==> src/hw/rtl/tpd_pkg.sv <==
// shared constants, types and helpers of the text packet deframer
package tpd_pkg;

    localparam int PAYLOAD_DEPTH = 128;
    localparam int AW            = (PAYLOAD_DEPTH > 1) ? $clog2(PAYLOAD_DEPTH) : 1;
    localparam int CNT_W         = $clog2(PAYLOAD_DEPTH + 1);
    localparam int CMP_W         = (CNT_W > 8) ? CNT_W : 8;

    localparam logic [7:0] LEN_MAX = (PAYLOAD_DEPTH > 255) ? 8'd255 : 8'(PAYLOAD_DEPTH);

    localparam logic [1:0] REQ_BYTE    = 2'd0;
    localparam logic [1:0] REQ_READ    = 2'd1;
    localparam logic [1:0] REQ_RELEASE = 2'd2;

    localparam logic [1:0] CFG_START      = 2'd0;
    localparam logic [1:0] CFG_FIRST_END  = 2'd1;
    localparam logic [1:0] CFG_SECOND_END = 2'd2;

    localparam int OUT_DW = 24;

    typedef enum logic [1:0] {
        PH_SEEK    = 2'd0,
        PH_PAYLOAD = 2'd1,
        PH_TAIL    = 2'd2
    } t_phase;

    typedef struct packed {
        logic       ready;
        logic [7:0] length;
        logic       ovf;
        t_phase     phase;
        logic       rd_hit;
    } t_ctrl_stat;

    function automatic logic [7:0] sat_len(input logic [CNT_W-1:0] cnt);
        logic [CNT_W+7:0] wide;
        wide = {8'd0, cnt};
        if (wide > (CNT_W+8)'(255)) begin
            sat_len = 8'd255;
        end else begin
            sat_len = wide[7:0];
        end
    endfunction

endpackage

==> src/hw/rtl/tpd_ram.sv <==
// generic single-write single-read ram with registered read data
module tpd_ram #(
    parameter int DEPTH = 128,
    parameter int AW    = 7,
    parameter int DW    = 8
) (
    input  logic          i_clk,
    input  logic          i_we,
    input  logic [AW-1:0] i_waddr,
    input  logic [DW-1:0] i_wdata,
    input  logic          i_re,
    input  logic [AW-1:0] i_raddr,
    output logic [DW-1:0] o_rdata
);

    logic [DW-1:0] r_mem [DEPTH];
    logic [DW-1:0] r_rdata;

    always_ff @(posedge i_clk) begin
        if (i_we) begin
            r_mem[i_waddr] <= i_wdata;
        end
    end

    always_ff @(posedge i_clk) begin
        if (i_re) begin
            r_rdata <= r_mem[i_raddr];
        end
    end

    assign o_rdata = r_rdata;

endmodule

==> src/hw/rtl/tpd_frame_ctrl.sv <==
// framing state machine, counters, flags and marker registers
module tpd_frame_ctrl (
    input  logic                     i_clk,
    input  logic                     i_rst_n,
    input  logic                     i_cfg_we,
    input  logic [1:0]               i_cfg_index,
    input  logic [7:0]               i_cfg_data,
    input  logic                     i_accept,
    input  logic [1:0]               i_req,
    input  logic [7:0]               i_byte,
    input  logic [6:0]               i_idx,
    output logic                     o_we,
    output logic [tpd_pkg::AW-1:0]   o_waddr,
    output logic [7:0]               o_wdata,
    output logic                     o_re,
    output logic [tpd_pkg::AW-1:0]   o_raddr,
    output tpd_pkg::t_ctrl_stat      o_stat
);
    import tpd_pkg::*;

    logic [7:0]       r_start, r_first, r_second;
    t_phase           r_phase, n_phase;
    logic [CNT_W-1:0] r_count, n_count;
    logic             r_ready, n_ready;
    logic             r_ovf, n_ovf;
    logic             room;
    logic             store;
    logic             rd_hit;
    logic [CMP_W-1:0] idx_ext;

    always_ff @(posedge i_clk) begin
        if (!i_rst_n) begin
            r_start  <= 8'd64;
            r_first  <= 8'd13;
            r_second <= 8'd10;
        end else if (i_cfg_we) begin
            case (i_cfg_index)
                CFG_START:      r_start  <= i_cfg_data;
                CFG_FIRST_END:  r_first  <= i_cfg_data;
                CFG_SECOND_END: r_second <= i_cfg_data;
                default: ;
            endcase
        end
    end

    assign room    = r_count < CNT_W'(PAYLOAD_DEPTH);
    assign idx_ext = CMP_W'(i_idx);
    assign rd_hit  = (i_req == REQ_READ) && (idx_ext < CMP_W'(r_count))
                     && (idx_ext < CMP_W'(PAYLOAD_DEPTH));

    // next state
    always_comb begin
        n_phase = r_phase;
        n_count = r_count;
        n_ready = r_ready;
        n_ovf   = r_ovf;
        case (i_req)
            REQ_BYTE: begin
                case (r_phase)
                    PH_PAYLOAD: begin
                        if (i_byte == r_first) begin
                            n_phase = PH_TAIL;
                        end else if (room) begin
                            n_count = r_count + CNT_W'(1);
                        end else begin
                            n_ovf = 1'b1;
                        end
                    end
                    PH_TAIL: begin
                        if (i_byte == r_second) begin
                            n_phase = PH_SEEK;
                            n_ready = 1'b1;
                        end
                    end
                    default: begin
                        n_phase = PH_SEEK;
                        if (i_byte == r_start && !r_ready) begin
                            n_phase = PH_PAYLOAD;
                            n_count = '0;
                            n_ovf   = 1'b0;
                        end
                    end
                endcase
            end
            REQ_RELEASE: n_ready = 1'b0;
            default: ;
        endcase
    end

    // outputs
    always_comb begin
        store = (i_req == REQ_BYTE) && (r_phase == PH_PAYLOAD)
                && (i_byte != r_first) && room;
        o_we          = i_accept && store;
        o_waddr       = AW'(r_count);
        o_wdata       = i_byte;
        o_re          = i_accept && rd_hit;
        o_raddr       = AW'(idx_ext);
        o_stat.ready  = n_ready;
        o_stat.length = sat_len(n_count);
        o_stat.ovf    = n_ovf;
        o_stat.phase  = n_phase;
        o_stat.rd_hit = rd_hit;
    end

    always_ff @(posedge i_clk) begin
        if (!i_rst_n) begin
            r_phase <= PH_SEEK;
            r_count <= '0;
            r_ready <= 1'b0;
            r_ovf   <= 1'b0;
        end else if (i_accept) begin
            r_phase <= n_phase;
            r_count <= n_count;
            r_ready <= n_ready;
            r_ovf   <= n_ovf;
        end
    end

endmodule

==> src/hw/rtl/text_packet_deframer.sv <==
// text packet deframer top level: request pipeline around the payload ram
// usage
// - slave stream carries requests: tuser is the request kind (received byte,
//   read stored byte, release packet), tdata the byte value and read index
// - master stream returns one item per request with the state after it:
//   ready flag, length, read byte, overflow flag and receive phase
// - config channel writes the start, first end and second end markers;
//   o_cfg_ready is always high, write only while no request is in flight
// - between request accept and result valid an item passes the stage-one
//   register beside the ram read register, then the output register
// - throughput is one item per cycle unless the receiver stalls; an item does
//   at most one ram write or read; a write is visible to the next item's read
// - when the receiver stalls, the output register holds its item and the
//   pipeline stage behind it fills, then o_s_tready drops
// - synchronous reset clears phase, count and flags and restores the default
//   markers; ram contents stay undefined and entries past the length read as
//   zero
module text_packet_deframer (
    input  logic        i_clk,
    input  logic        i_rst_n,
    input  logic        i_s_tvalid,
    output logic        o_s_tready,
    input  logic [15:0] i_s_tdata,   // byte_value[7:0], read_index[14:8], zero pad
    input  logic [1:0]  i_s_tuser,   // req_type[1:0]
    output logic        o_m_tvalid,
    input  logic        i_m_tready,
    output logic [23:0] o_m_tdata,   // packet_ready[0], packet_length[8:1],
                                     // read_byte[16:9], overflow_seen[17],
                                     // receive_phase[19:18], zero pad
    input  logic        i_cfg_valid,
    output logic        o_cfg_ready,
    input  logic [1:0]  i_cfg_index,
    input  logic [7:0]  i_cfg_data
);
    import tpd_pkg::*;

    logic          accept;
    logic          s1_move;
    logic          we, re;
    logic [AW-1:0] waddr, raddr;
    logic [7:0]    wdata, rdata;
    t_ctrl_stat    stat;

    logic              r_s1_valid;
    t_ctrl_stat        r_s1_stat;
    logic              r_out_valid;
    logic [OUT_DW-1:0] r_out_data;

    assign o_cfg_ready = 1'b1;
    assign s1_move     = r_s1_valid && (!r_out_valid || i_m_tready);
    assign o_s_tready  = !r_s1_valid || s1_move;
    assign accept      = i_s_tvalid && o_s_tready;

    tpd_frame_ctrl u_ctrl (
        .i_clk       (i_clk),
        .i_rst_n     (i_rst_n),
        .i_cfg_we    (i_cfg_valid),
        .i_cfg_index (i_cfg_index),
        .i_cfg_data  (i_cfg_data),
        .i_accept    (accept),
        .i_req       (i_s_tuser),
        .i_byte      (i_s_tdata[7:0]),
        .i_idx       (i_s_tdata[14:8]),
        .o_we        (we),
        .o_waddr     (waddr),
        .o_wdata     (wdata),
        .o_re        (re),
        .o_raddr     (raddr),
        .o_stat      (stat)
    );

    tpd_ram #(
        .DEPTH (PAYLOAD_DEPTH),
        .AW    (AW),
        .DW    (8)
    ) u_ram (
        .i_clk   (i_clk),
        .i_we    (we),
        .i_waddr (waddr),
        .i_wdata (wdata),
        .i_re    (re),
        .i_raddr (raddr),
        .o_rdata (rdata)
    );

    always_ff @(posedge i_clk) begin
        if (!i_rst_n) begin
            r_s1_valid <= 1'b0;
        end else if (o_s_tready) begin
            r_s1_valid <= i_s_tvalid;
        end
    end

    always_ff @(posedge i_clk) begin
        if (accept) begin
            r_s1_stat <= stat;
        end
    end

    always_ff @(posedge i_clk) begin
        if (!i_rst_n) begin
            r_out_valid <= 1'b0;
        end else if (s1_move) begin
            r_out_valid <= 1'b1;
        end else if (i_m_tready) begin
            r_out_valid <= 1'b0;
        end
    end

    always_ff @(posedge i_clk) begin
        if (s1_move) begin
            r_out_data <= {4'd0, r_s1_stat.phase, r_s1_stat.ovf,
                           (r_s1_stat.rd_hit ? rdata : 8'd0),
                           r_s1_stat.length, r_s1_stat.ready};
        end
    end

    assign o_m_tvalid = r_out_valid;
    assign o_m_tdata  = r_out_data;

endmodule

==> config.mk <==
export PLATFORM = sky130hd
export DESIGN_NAME = text_packet_deframer
export DESIGN_NICKNAME = d
export VERILOG_FILES = /design/src/hw/rtl/tpd_pkg.sv /design/src/hw/rtl/tpd_ram.sv /design/src/hw/rtl/tpd_frame_ctrl.sv /design/src/hw/rtl/text_packet_deframer.sv
export SDC_FILE = /design/constraint.sdc
export NUM_CORES = 1
export LEC_CHECK = 0
export BUFFER_PORTS_ARGS = -buffer_cell sky130_fd_sc_hd__buf_2
export CORE_MARGIN = 1
export CORE_UTILIZATION = 45
export DETAILED_ROUTE_END_ITERATION = 10
export SLEW_MARGIN = 20
export SYNTH_ARGS = -nofsm -noshare
export SYNTH_HDL_FRONTEND = slang
export SYNTH_SLANG_ARGS = --single-unit
==> constraint.sdc <==
create_clock -name i_clk -period 6.6 [get_ports i_clk]
set_input_delay 0.99 -clock i_clk [delete_from_list [all_inputs] [get_ports i_clk]]
set_output_delay 0.99 -clock i_clk [all_outputs]
set_load 0.02 [all_outputs]
==> flow_metrics.env, run 1 <==
export IMPL_detail_route_antenna_nets=0
export IMPL_drive_above_1_share_pct=21.9
export IMPL_hp_class="flop to flop"
export IMPL_fp_dieH_um=312
export IMPL_grt_busiest_layer="met2"
export IMPL_synth_yosys_seq_area_share_pct=76.0
export IMPL_hold_buffers=0
export IMPL_synth_common_cells="edfxtp_1 (1065), mux4_2 (192), nor2_1 (187), mux2i_1 (88), a22oi_1 (80)"
export IMPL_synth_seq_cells=1103
export IMPL_cts_num_sinks=1103
export IMPL_peakVddDrop_v=0.000196
export IMPL_crit_fanout=16
export IMPL_cts_tree="done"
export IMPL_yosys_warnings=0
export IMPL_setup_tns_ns=0
export IMPL_ys_flop_type="edfxtp_1"
export IMPL_ys_async_sr_fraction_pct=0
export IMPL_skew_ns=0.0157
export IMPL_die_w_um=312
export IMPL_period_needed_ns=4.22
export IMPL_hold_depth=0
export IMPL_p_leak_uw=0.0151
export IMPL_dp_hpwl_um=59800
export IMPL_die_area_sq_mm=0.0970
export IMPL_clockBufferDepth=3
export IMPL_num_fill_cells=7665
export IMPL_fmax_mhz=237
export IMPL_tightest_slew_ns=1.14
export IMPL_max_cap_violations=0
export IMPL_synth_top_cell_by_area="edfxtp_1"
export IMPL_overflow=0
export IMPL_drc_errors=0
export IMPL_synth_area_leaders="edfxtp_1 (74%), mux4_2 (10%), mux2i_1 (2.0%), dfxtp_1 (1.8%), mux2_2 (1.7%)"
export IMPL_r2r_start="o_m_tvalid"
export IMPL_cp_start_kind="flop"
export IMPL_met2_usage_pct=33.9
export IMPL_grt_pass1_wl_um=147000
export IMPL_antenna_found_initial=2
export IMPL_synth_distinct_cells=61
export IMPL_slew_headroom_pct=24.1
export IMPL_grt_pass1_vias=22020
export IMPL_worstSkewPairLatency_ns=0.68
export IMPL_initial_utilization_pct=45.4
export IMPL_pre_cts_ws_ns=1.59
export IMPL_wirelength_um=99700
export IMPL_crit_type="flop to flop"
export IMPL_run_status="completed"
export IMPL_viasPerCell=5.89
export IMPL_r2r_cells=8
export IMPL_diodes=0
export IMPL_setup_viol_count_final=0
export IMPL_clkTransAtPathRegs_ns=0.06
export IMPL_layout_worst_path_cycle_share_pct=63.9
export IMPL_synth_area_sq_mm=0.0431
export IMPL_cts_setup_buffers=0
export IMPL_clock_root_buffer="clkbuf_16"
export IMPL_synth_edff_count=1065
export IMPL_whs_endpoint="o_m_tdata[3]"
export IMPL_grtUsageMet1_pct=28.7
export IMPL_cts_buffers=107
export IMPL_end_kind="flop"
export IMPL_drt_first_iter_violations=2060
export IMPL_io_pin_count=60
export IMPL_core_area_sq_mm=0.0950
export IMPL_synth_top_area_share_pct=74.2
export IMPL_grt_max_degree=87
export IMPL_ff2ff_setup_slack_ns=2.38
export IMPL_hold_violations=0
export IMPL_slew_violations=0
export IMPL_setup_ws_ns=2.38
export IMPL_r2r_end="u_ram.r_mem[39][1]"
export IMPL_port_buffers=53
export IMPL_routed_via_count=21488
export IMPL_rsz0062_at_grt="false"
export IMPL_post_cts_resized=0
export IMPL_hold_start="r_s1_stat[6]"
export IMPL_synth_most_common_cell="edfxtp_1"
export IMPL_syn_inst=2221
export IMPL_area_delta_synth_final_pct=11.6
export IMPL_crit_required_ns=6.90
export IMPL_dr_pass1_iters=5
export IMPL_cp_arrival_ns=4.51
export IMPL_grt_use_met3_pct=3.29
export IMPL_gp_congestion=0.883
export IMPL_powerDensity_mw_per_mm2=296
export IMPL_grt_usage_pct=20.7
export IMPL_num_rows=113
export IMPL_syn_avg_cell_area_sq_um=19.4
export IMPL_htreeDepth=3
export IMPL_fin_nets=2338
export IMPL_avgRoutedWirePerCell_um=27.3
## cell families after synthesis
logic type	synth area share, %
buf+inv	1.57
flops	76.0
compound gates	4.73
xor+xnor	0.488
simple gates	3.23
fa+ha+maj	0.261
mux	13.7
other cells	0.0174
## sequential cells by signal (all words and copies together), names as in the netlist
name             cells
u_ram.o_rdata        8
r_s1_stat           13
u_ctrl.r_phase       2
u_ctrl.r_count       8
r_s1_valid           1
u_ram.r_mem       1024
u_ctrl.r_ready       1
o_m_tdata           20
u_ctrl.r_second      8
u_ctrl.r_start       8
u_ctrl.r_first       8
o_m_tvalid           1
u_ctrl.r_ovf         1
## final cells by class
cell class,count,area [sq um],share of cell area [%]
inverter,13,48.8,0.101
multi-input combinational,975,9730,20.2
tap,1265,1580,3.29
timing repair buffer,96,641,1.33
sequential,1103,32700,68.1
clock inverter,66,556,1.15
clock buffer,130,2810,5.83
## cells in the final DEF, fill, tap and decap left out, types with 4 or more instances in the layout
cell type  count
ha_1           9
a221oi_1      19
buf_2         43
o22ai_1       25
a22o_1        16
a221o_1       16
inv_1         13
nor2_1       185
buf_4         50
nand2b_1       5
dfxtp_1       38
conb_1         5
nand3_1       16
clkbuf_1      21
nand4_1        7
edfxtp_1    1065
mux4_2       192
inv_6          4
a21oi_1       27
and2_1        12
o221ai_1      24
mux2i_1       88
mux2_2        64
a22oi_1       80
o21ai_0       35
xor2_1         9
clkinv_2      25
nand2_1       38
clkbuf_16    109
nor2b_1        6
o31ai_1        5
xnor2_1       15
nand3b_1       4
o21ai_1        5
clkinv_1      22
nor3_1        13
bufinv_16      8
a21o_1         6
## power breakdown
| group | switching [uW] | leakage [uW] | total, uW | internal, uW |
|---|---|---|---|---|
| registers | 8.39 | 0.00991 | 7700 | 7690 |
| logic | 430 | 0.00355 | 658 | 228 |
| clock network | 2570 | 0.00165 | 5900 | 3330 |
| total | 3000 | 0.0151 | 14300 | 11300 |
## metal layers
layer  vias to the layer above  routed length (um)
met4                         0                2450
met5                         -                   0
met1                     11226               41100
li1                       9254                   -
met2                       825               49500
met3                       183                6650
## stage by stage
stage | instances | cell area (sq um) | util (%) | power, uW | hold slack (ns)
2_1_floorplan | 2224 | 43100 | - | 8220 | 0.400
3_3_place_gp | 3452 | 44700 | 47.1 | 8500 | 0.407
3_5_place_dp | 3452 | 44700 | 47.1 | 8510 | 0.405
4_1_cts | 3648 | 48100 | 50.6 | 14400 | 0.410
5_1_grt | 3648 | 48100 | 50.6 | 14600 | 0.429
6_report | 3648 | 48100 | 50.6 | 14300 | 0.420
## how the worst max path moves through the flow
stage                       from                 end  slack, ns  cells after the start
detailed placement  i_s_tdata[8]    u_ram.o_rdata[6]       1.59                      9
floorplan             i_m_tready  u_ram.r_mem[99][0]       3.13                      9
finish                o_m_tvalid  u_ram.r_mem[39][1]       2.38                      8
CTS                 i_s_tdata[8]    u_ram.o_rdata[6]       2.30                      9
global route          o_m_tvalid  u_ram.r_mem[79][7]       2.15                      8
global placement    i_s_tdata[8]    u_ram.o_rdata[6]       1.63                      9
## worst max-delay path, stage by stage (launching register included)
cell,delay (ns)
dfxtp_1,0.30
nor2b_1,0.17
nand2_1,0.12
nand2_2,0.17
inv_1,0.51
nand2_1,0.45
nor2_1,0.36
nand3_2,0.74
nor2_1,0.99
Power figures use the tool's default switching activity.
==> run 2, diff against run 1 <==
- ABC_AREA: unset -> 1
- clock period: 6.6 -> 3.8 ns (I/O delays scaled with it)
==> run 2 against run 1 <==
  * Register-to-register slack worse by 1.5 ns
  * Clock power up 86%
  * Clock-buffer cell count up 20
  * Global-route usage up 2.3 points
  * Sequential cell count unchanged
  * Critical path depth down 4
  * Cell area up 6.3%
  * Largest power group unchanged
==> flow_metrics.env, run 2 <==
export IMPL_fp_dieH_um=321
export IMPL_synth_distinct_cells=43
export IMPL_overflow=0
export IMPL_cts_tree="done"
export IMPL_crit_chain="inv_1, nor2_1, nand2_1, nor2_1"
export IMPL_syn_avg_cell_area_sq_um=11.5
export IMPL_viasPerCell=5.46
export IMPL_postPlaceCellArea_sq_mm=0.0475
export IMPL_hold_buffers=0
export IMPL_avgRoutedWirePerCell_um=21.8
export IMPL_ys_flop_type="edfxtp_1"
export IMPL_met2_usage_pct=36.1
export IMPL_grtUsageMet1_pct=32.4
export IMPL_cp_arrival_ns=3.25
export IMPL_setup_ws_ns=0.853
export IMPL_instances_no_fill=5446
export IMPL_crit_path_frequent_cell="nor2_1"
export IMPL_initial_utilization_pct=45.6
export IMPL_crit_required_ns=4.10
export IMPL_routed_via_count=29732
export IMPL_skew_ns=0.0193
export IMPL_ys_async_sr_fraction_pct=0
export IMPL_grt_max_degree=194
export IMPL_port_buffers=53
export IMPL_crit_end="u_ram.r_mem[38][3]"
export IMPL_cts_buffers=112
export IMPL_p_leak_uw=0.0181
export IMPL_drt_first_iter_violations=3132
export IMPL_synth_most_common_cell="nand2_1"
export IMPL_crit_type="flop to flop"
export IMPL_grt_pass1_wl_um=177000
export IMPL_cpMaxStageDelayCell="nor2_1"
export IMPL_detail_route_antenna_nets=0
export IMPL_end_kind="flop"
export IMPL_die_w_um=321
export IMPL_pre_cts_ws_ns=0.827
export IMPL_run_status="completed"
export IMPL_largest_register_ffs=1024
export IMPL_powerDensity_mw_per_mm2=508
export IMPL_ff2ff_setup_slack_ns=0.85
export IMPL_grt_busiest_layer="met2"
export IMPL_hp_class="primary input to flop"
export IMPL_cts_num_sinks=1103
export IMPL_dr_pass1_iters=6
export IMPL_dp_hpwl_um=67500
export IMPL_die_area_sq_mm=0.103
export IMPL_io_pin_count=60
export IMPL_grt_pass1_vias=28291
export IMPL_hold_violations=0
export IMPL_cts_setup_buffers=0
export IMPL_period_needed_ns=2.95
export IMPL_tightest_slew_ns=1.04
export IMPL_worstSkewPairLatency_ns=0.69
export IMPL_max_cap_violations=0
export IMPL_crit_start="u_ctrl.r_count[5]"
export IMPL_r2r_end="u_ram.r_mem[38][3]"
export IMPL_synth_top_cell_by_area="edfxtp_1"
export IMPL_clkTransAtPathRegs_ns=0.06
export IMPL_synth_top_area_share_pct=69.8
export IMPL_final_cell_mix="nand2_1 (1231), edfxtp_1 (1065), nand3_1 (995), nor2_1 (168), clkbuf_16 (113)"
export IMPL_clock_root_buffer="clkbuf_16"
export IMPL_num_rows=116
export IMPL_grt_use_met3_pct=3.59
export IMPL_setup_tns_ns=0
export IMPL_top_register="u_ram.r_mem"
export IMPL_drc_errors=0
export IMPL_synth_edff_count=1065
export IMPL_rsz0062_at_grt="false"
export IMPL_fmax_mhz=339
export IMPL_post_cts_resized=0
export IMPL_synth_area_leaders="edfxtp_1 (70%), nand3_1 (11%), nand2_1 (10%), dfxtp_1 (1.7%), buf_2 (1.5%)"
export IMPL_p_total_uw=25900
export IMPL_r2r_cells=4
export IMPL_antenna_found_initial=1
export IMPL_crit_fanout=8
export IMPL_setup_viol_count_final=0
export IMPL_synth_seq_cells=1103
export IMPL_grt_usage_pct=22.9
export IMPL_syn_inst=3980
export IMPL_synth_area_sq_mm=0.0458
export IMPL_max_stage_delay_ns=0.78
export IMPL_layout_worst_path_cycle_share_pct=77.5
export IMPL_diodes=0
export IMPL_drive_above_1_share_pct=8.41
export IMPL_finalInstanceArea_sq_mm=0.0511
export IMPL_clockBufferDepth=3
export IMPL_synth_common_cells="nand2_1 (1231), edfxtp_1 (1065), nand3_1 (995), nor2_1 (168), buf_2 (135)"
export IMPL_htreeDepth=3
export IMPL_yosys_warnings=0
export IMPL_slew_headroom_pct=30.8
export IMPL_synth_yosys_seq_area_share_pct=71.5
export IMPL_wirelength_um=119000
export IMPL_dp_cells=5241
export IMPL_fin_nets=4040
export IMPL_gp_congestion=0.860
export IMPL_slew_violations=0
export IMPL_core_area_sq_mm=0.100
export IMPL_peakVddDrop_v=0.000443
export IMPL_layout_commonest_cell="nand2_1"
export IMPL_area_delta_synth_final_pct=11.5
export IMPL_r2r_start="u_ctrl.r_count[5]"
export IMPL_cp_start_kind="flop"
==> run 2: per-layer routing <==
layer / vias up / part of all wire (%)
met5: - / 0
met4: 0 / 3.3
met3: 217 / 7.4
met2: 1137 / 46
met1: 14349 / 43
li1: 14029 / -
==> run 2: how the worst min path moves through the flow <==
stage / startpoint / end / slack, ns / cells past startpoint
final: i_cfg_data[6] / u_ctrl.r_start[6] / 0.14 / 3
after global routing: i_cfg_data[6] / u_ctrl.r_start[6] / 0.15 / 3
after CTS: i_cfg_data[6] / u_ctrl.r_start[6] / 0.11 / 3
after detailed placement: r_s1_stat[2] / o_m_tdata[19] / 0.41 / 0
after global placement: r_s1_stat[2] / o_m_tdata[19] / 0.40 / 0
after floorplan: r_s1_stat[12] / o_m_tdata[0] / 0.40 / 0
==> run 2: critical path, delay by kind of cell, from the launching register on <==
family	cells	cell delay [ns]
and+or+nand+nor	3	1.85
DFF	1	0.50
buffers and inverters	1	0.21
==> run 2: stage by stage <==
step | hold slack (ns) | utilization (%)
after CTS | 0.109 | 50.9
final | 0.135 | 50.9
after detailed placement | 0.407 | 47.3
after global placement | 0.403 | 47.3
after floorplan | 0.400 | -
after global routing | 0.146 | 50.9
==> run 2: logic make-up (layout without fill, tap and decap cells) <==
group	Yosys count	in the layout	synth area share (%)
compound gates	94	94	1.08
fa+ha+maj	9	9	0.246
flops	1103	1103	71.5
buf+inv	322	428	3.65
xor+xnor	16	16	0.306
simple gates	2434	2434	23.3
other cells	2	5	0.0164
==> run 2: final cells by class <==
cell class	count	area [sq um]
well taps	1357	1700
clock inverters	55	612
inverters	70	290
fillers	8788	49300
clock buffers	150	3010
repair buffers	153	1330
flip-flops and latches	1103	32700
multi-input cells	2558	11400
==> run 2: power by group <==
group          internal (uW)  total, uW  switching (uW)
Clock                   6400      11000            4570
Sequential             13400      13400            19.8
Combinational            408       1590            1180
Total                  20200      25900            5770
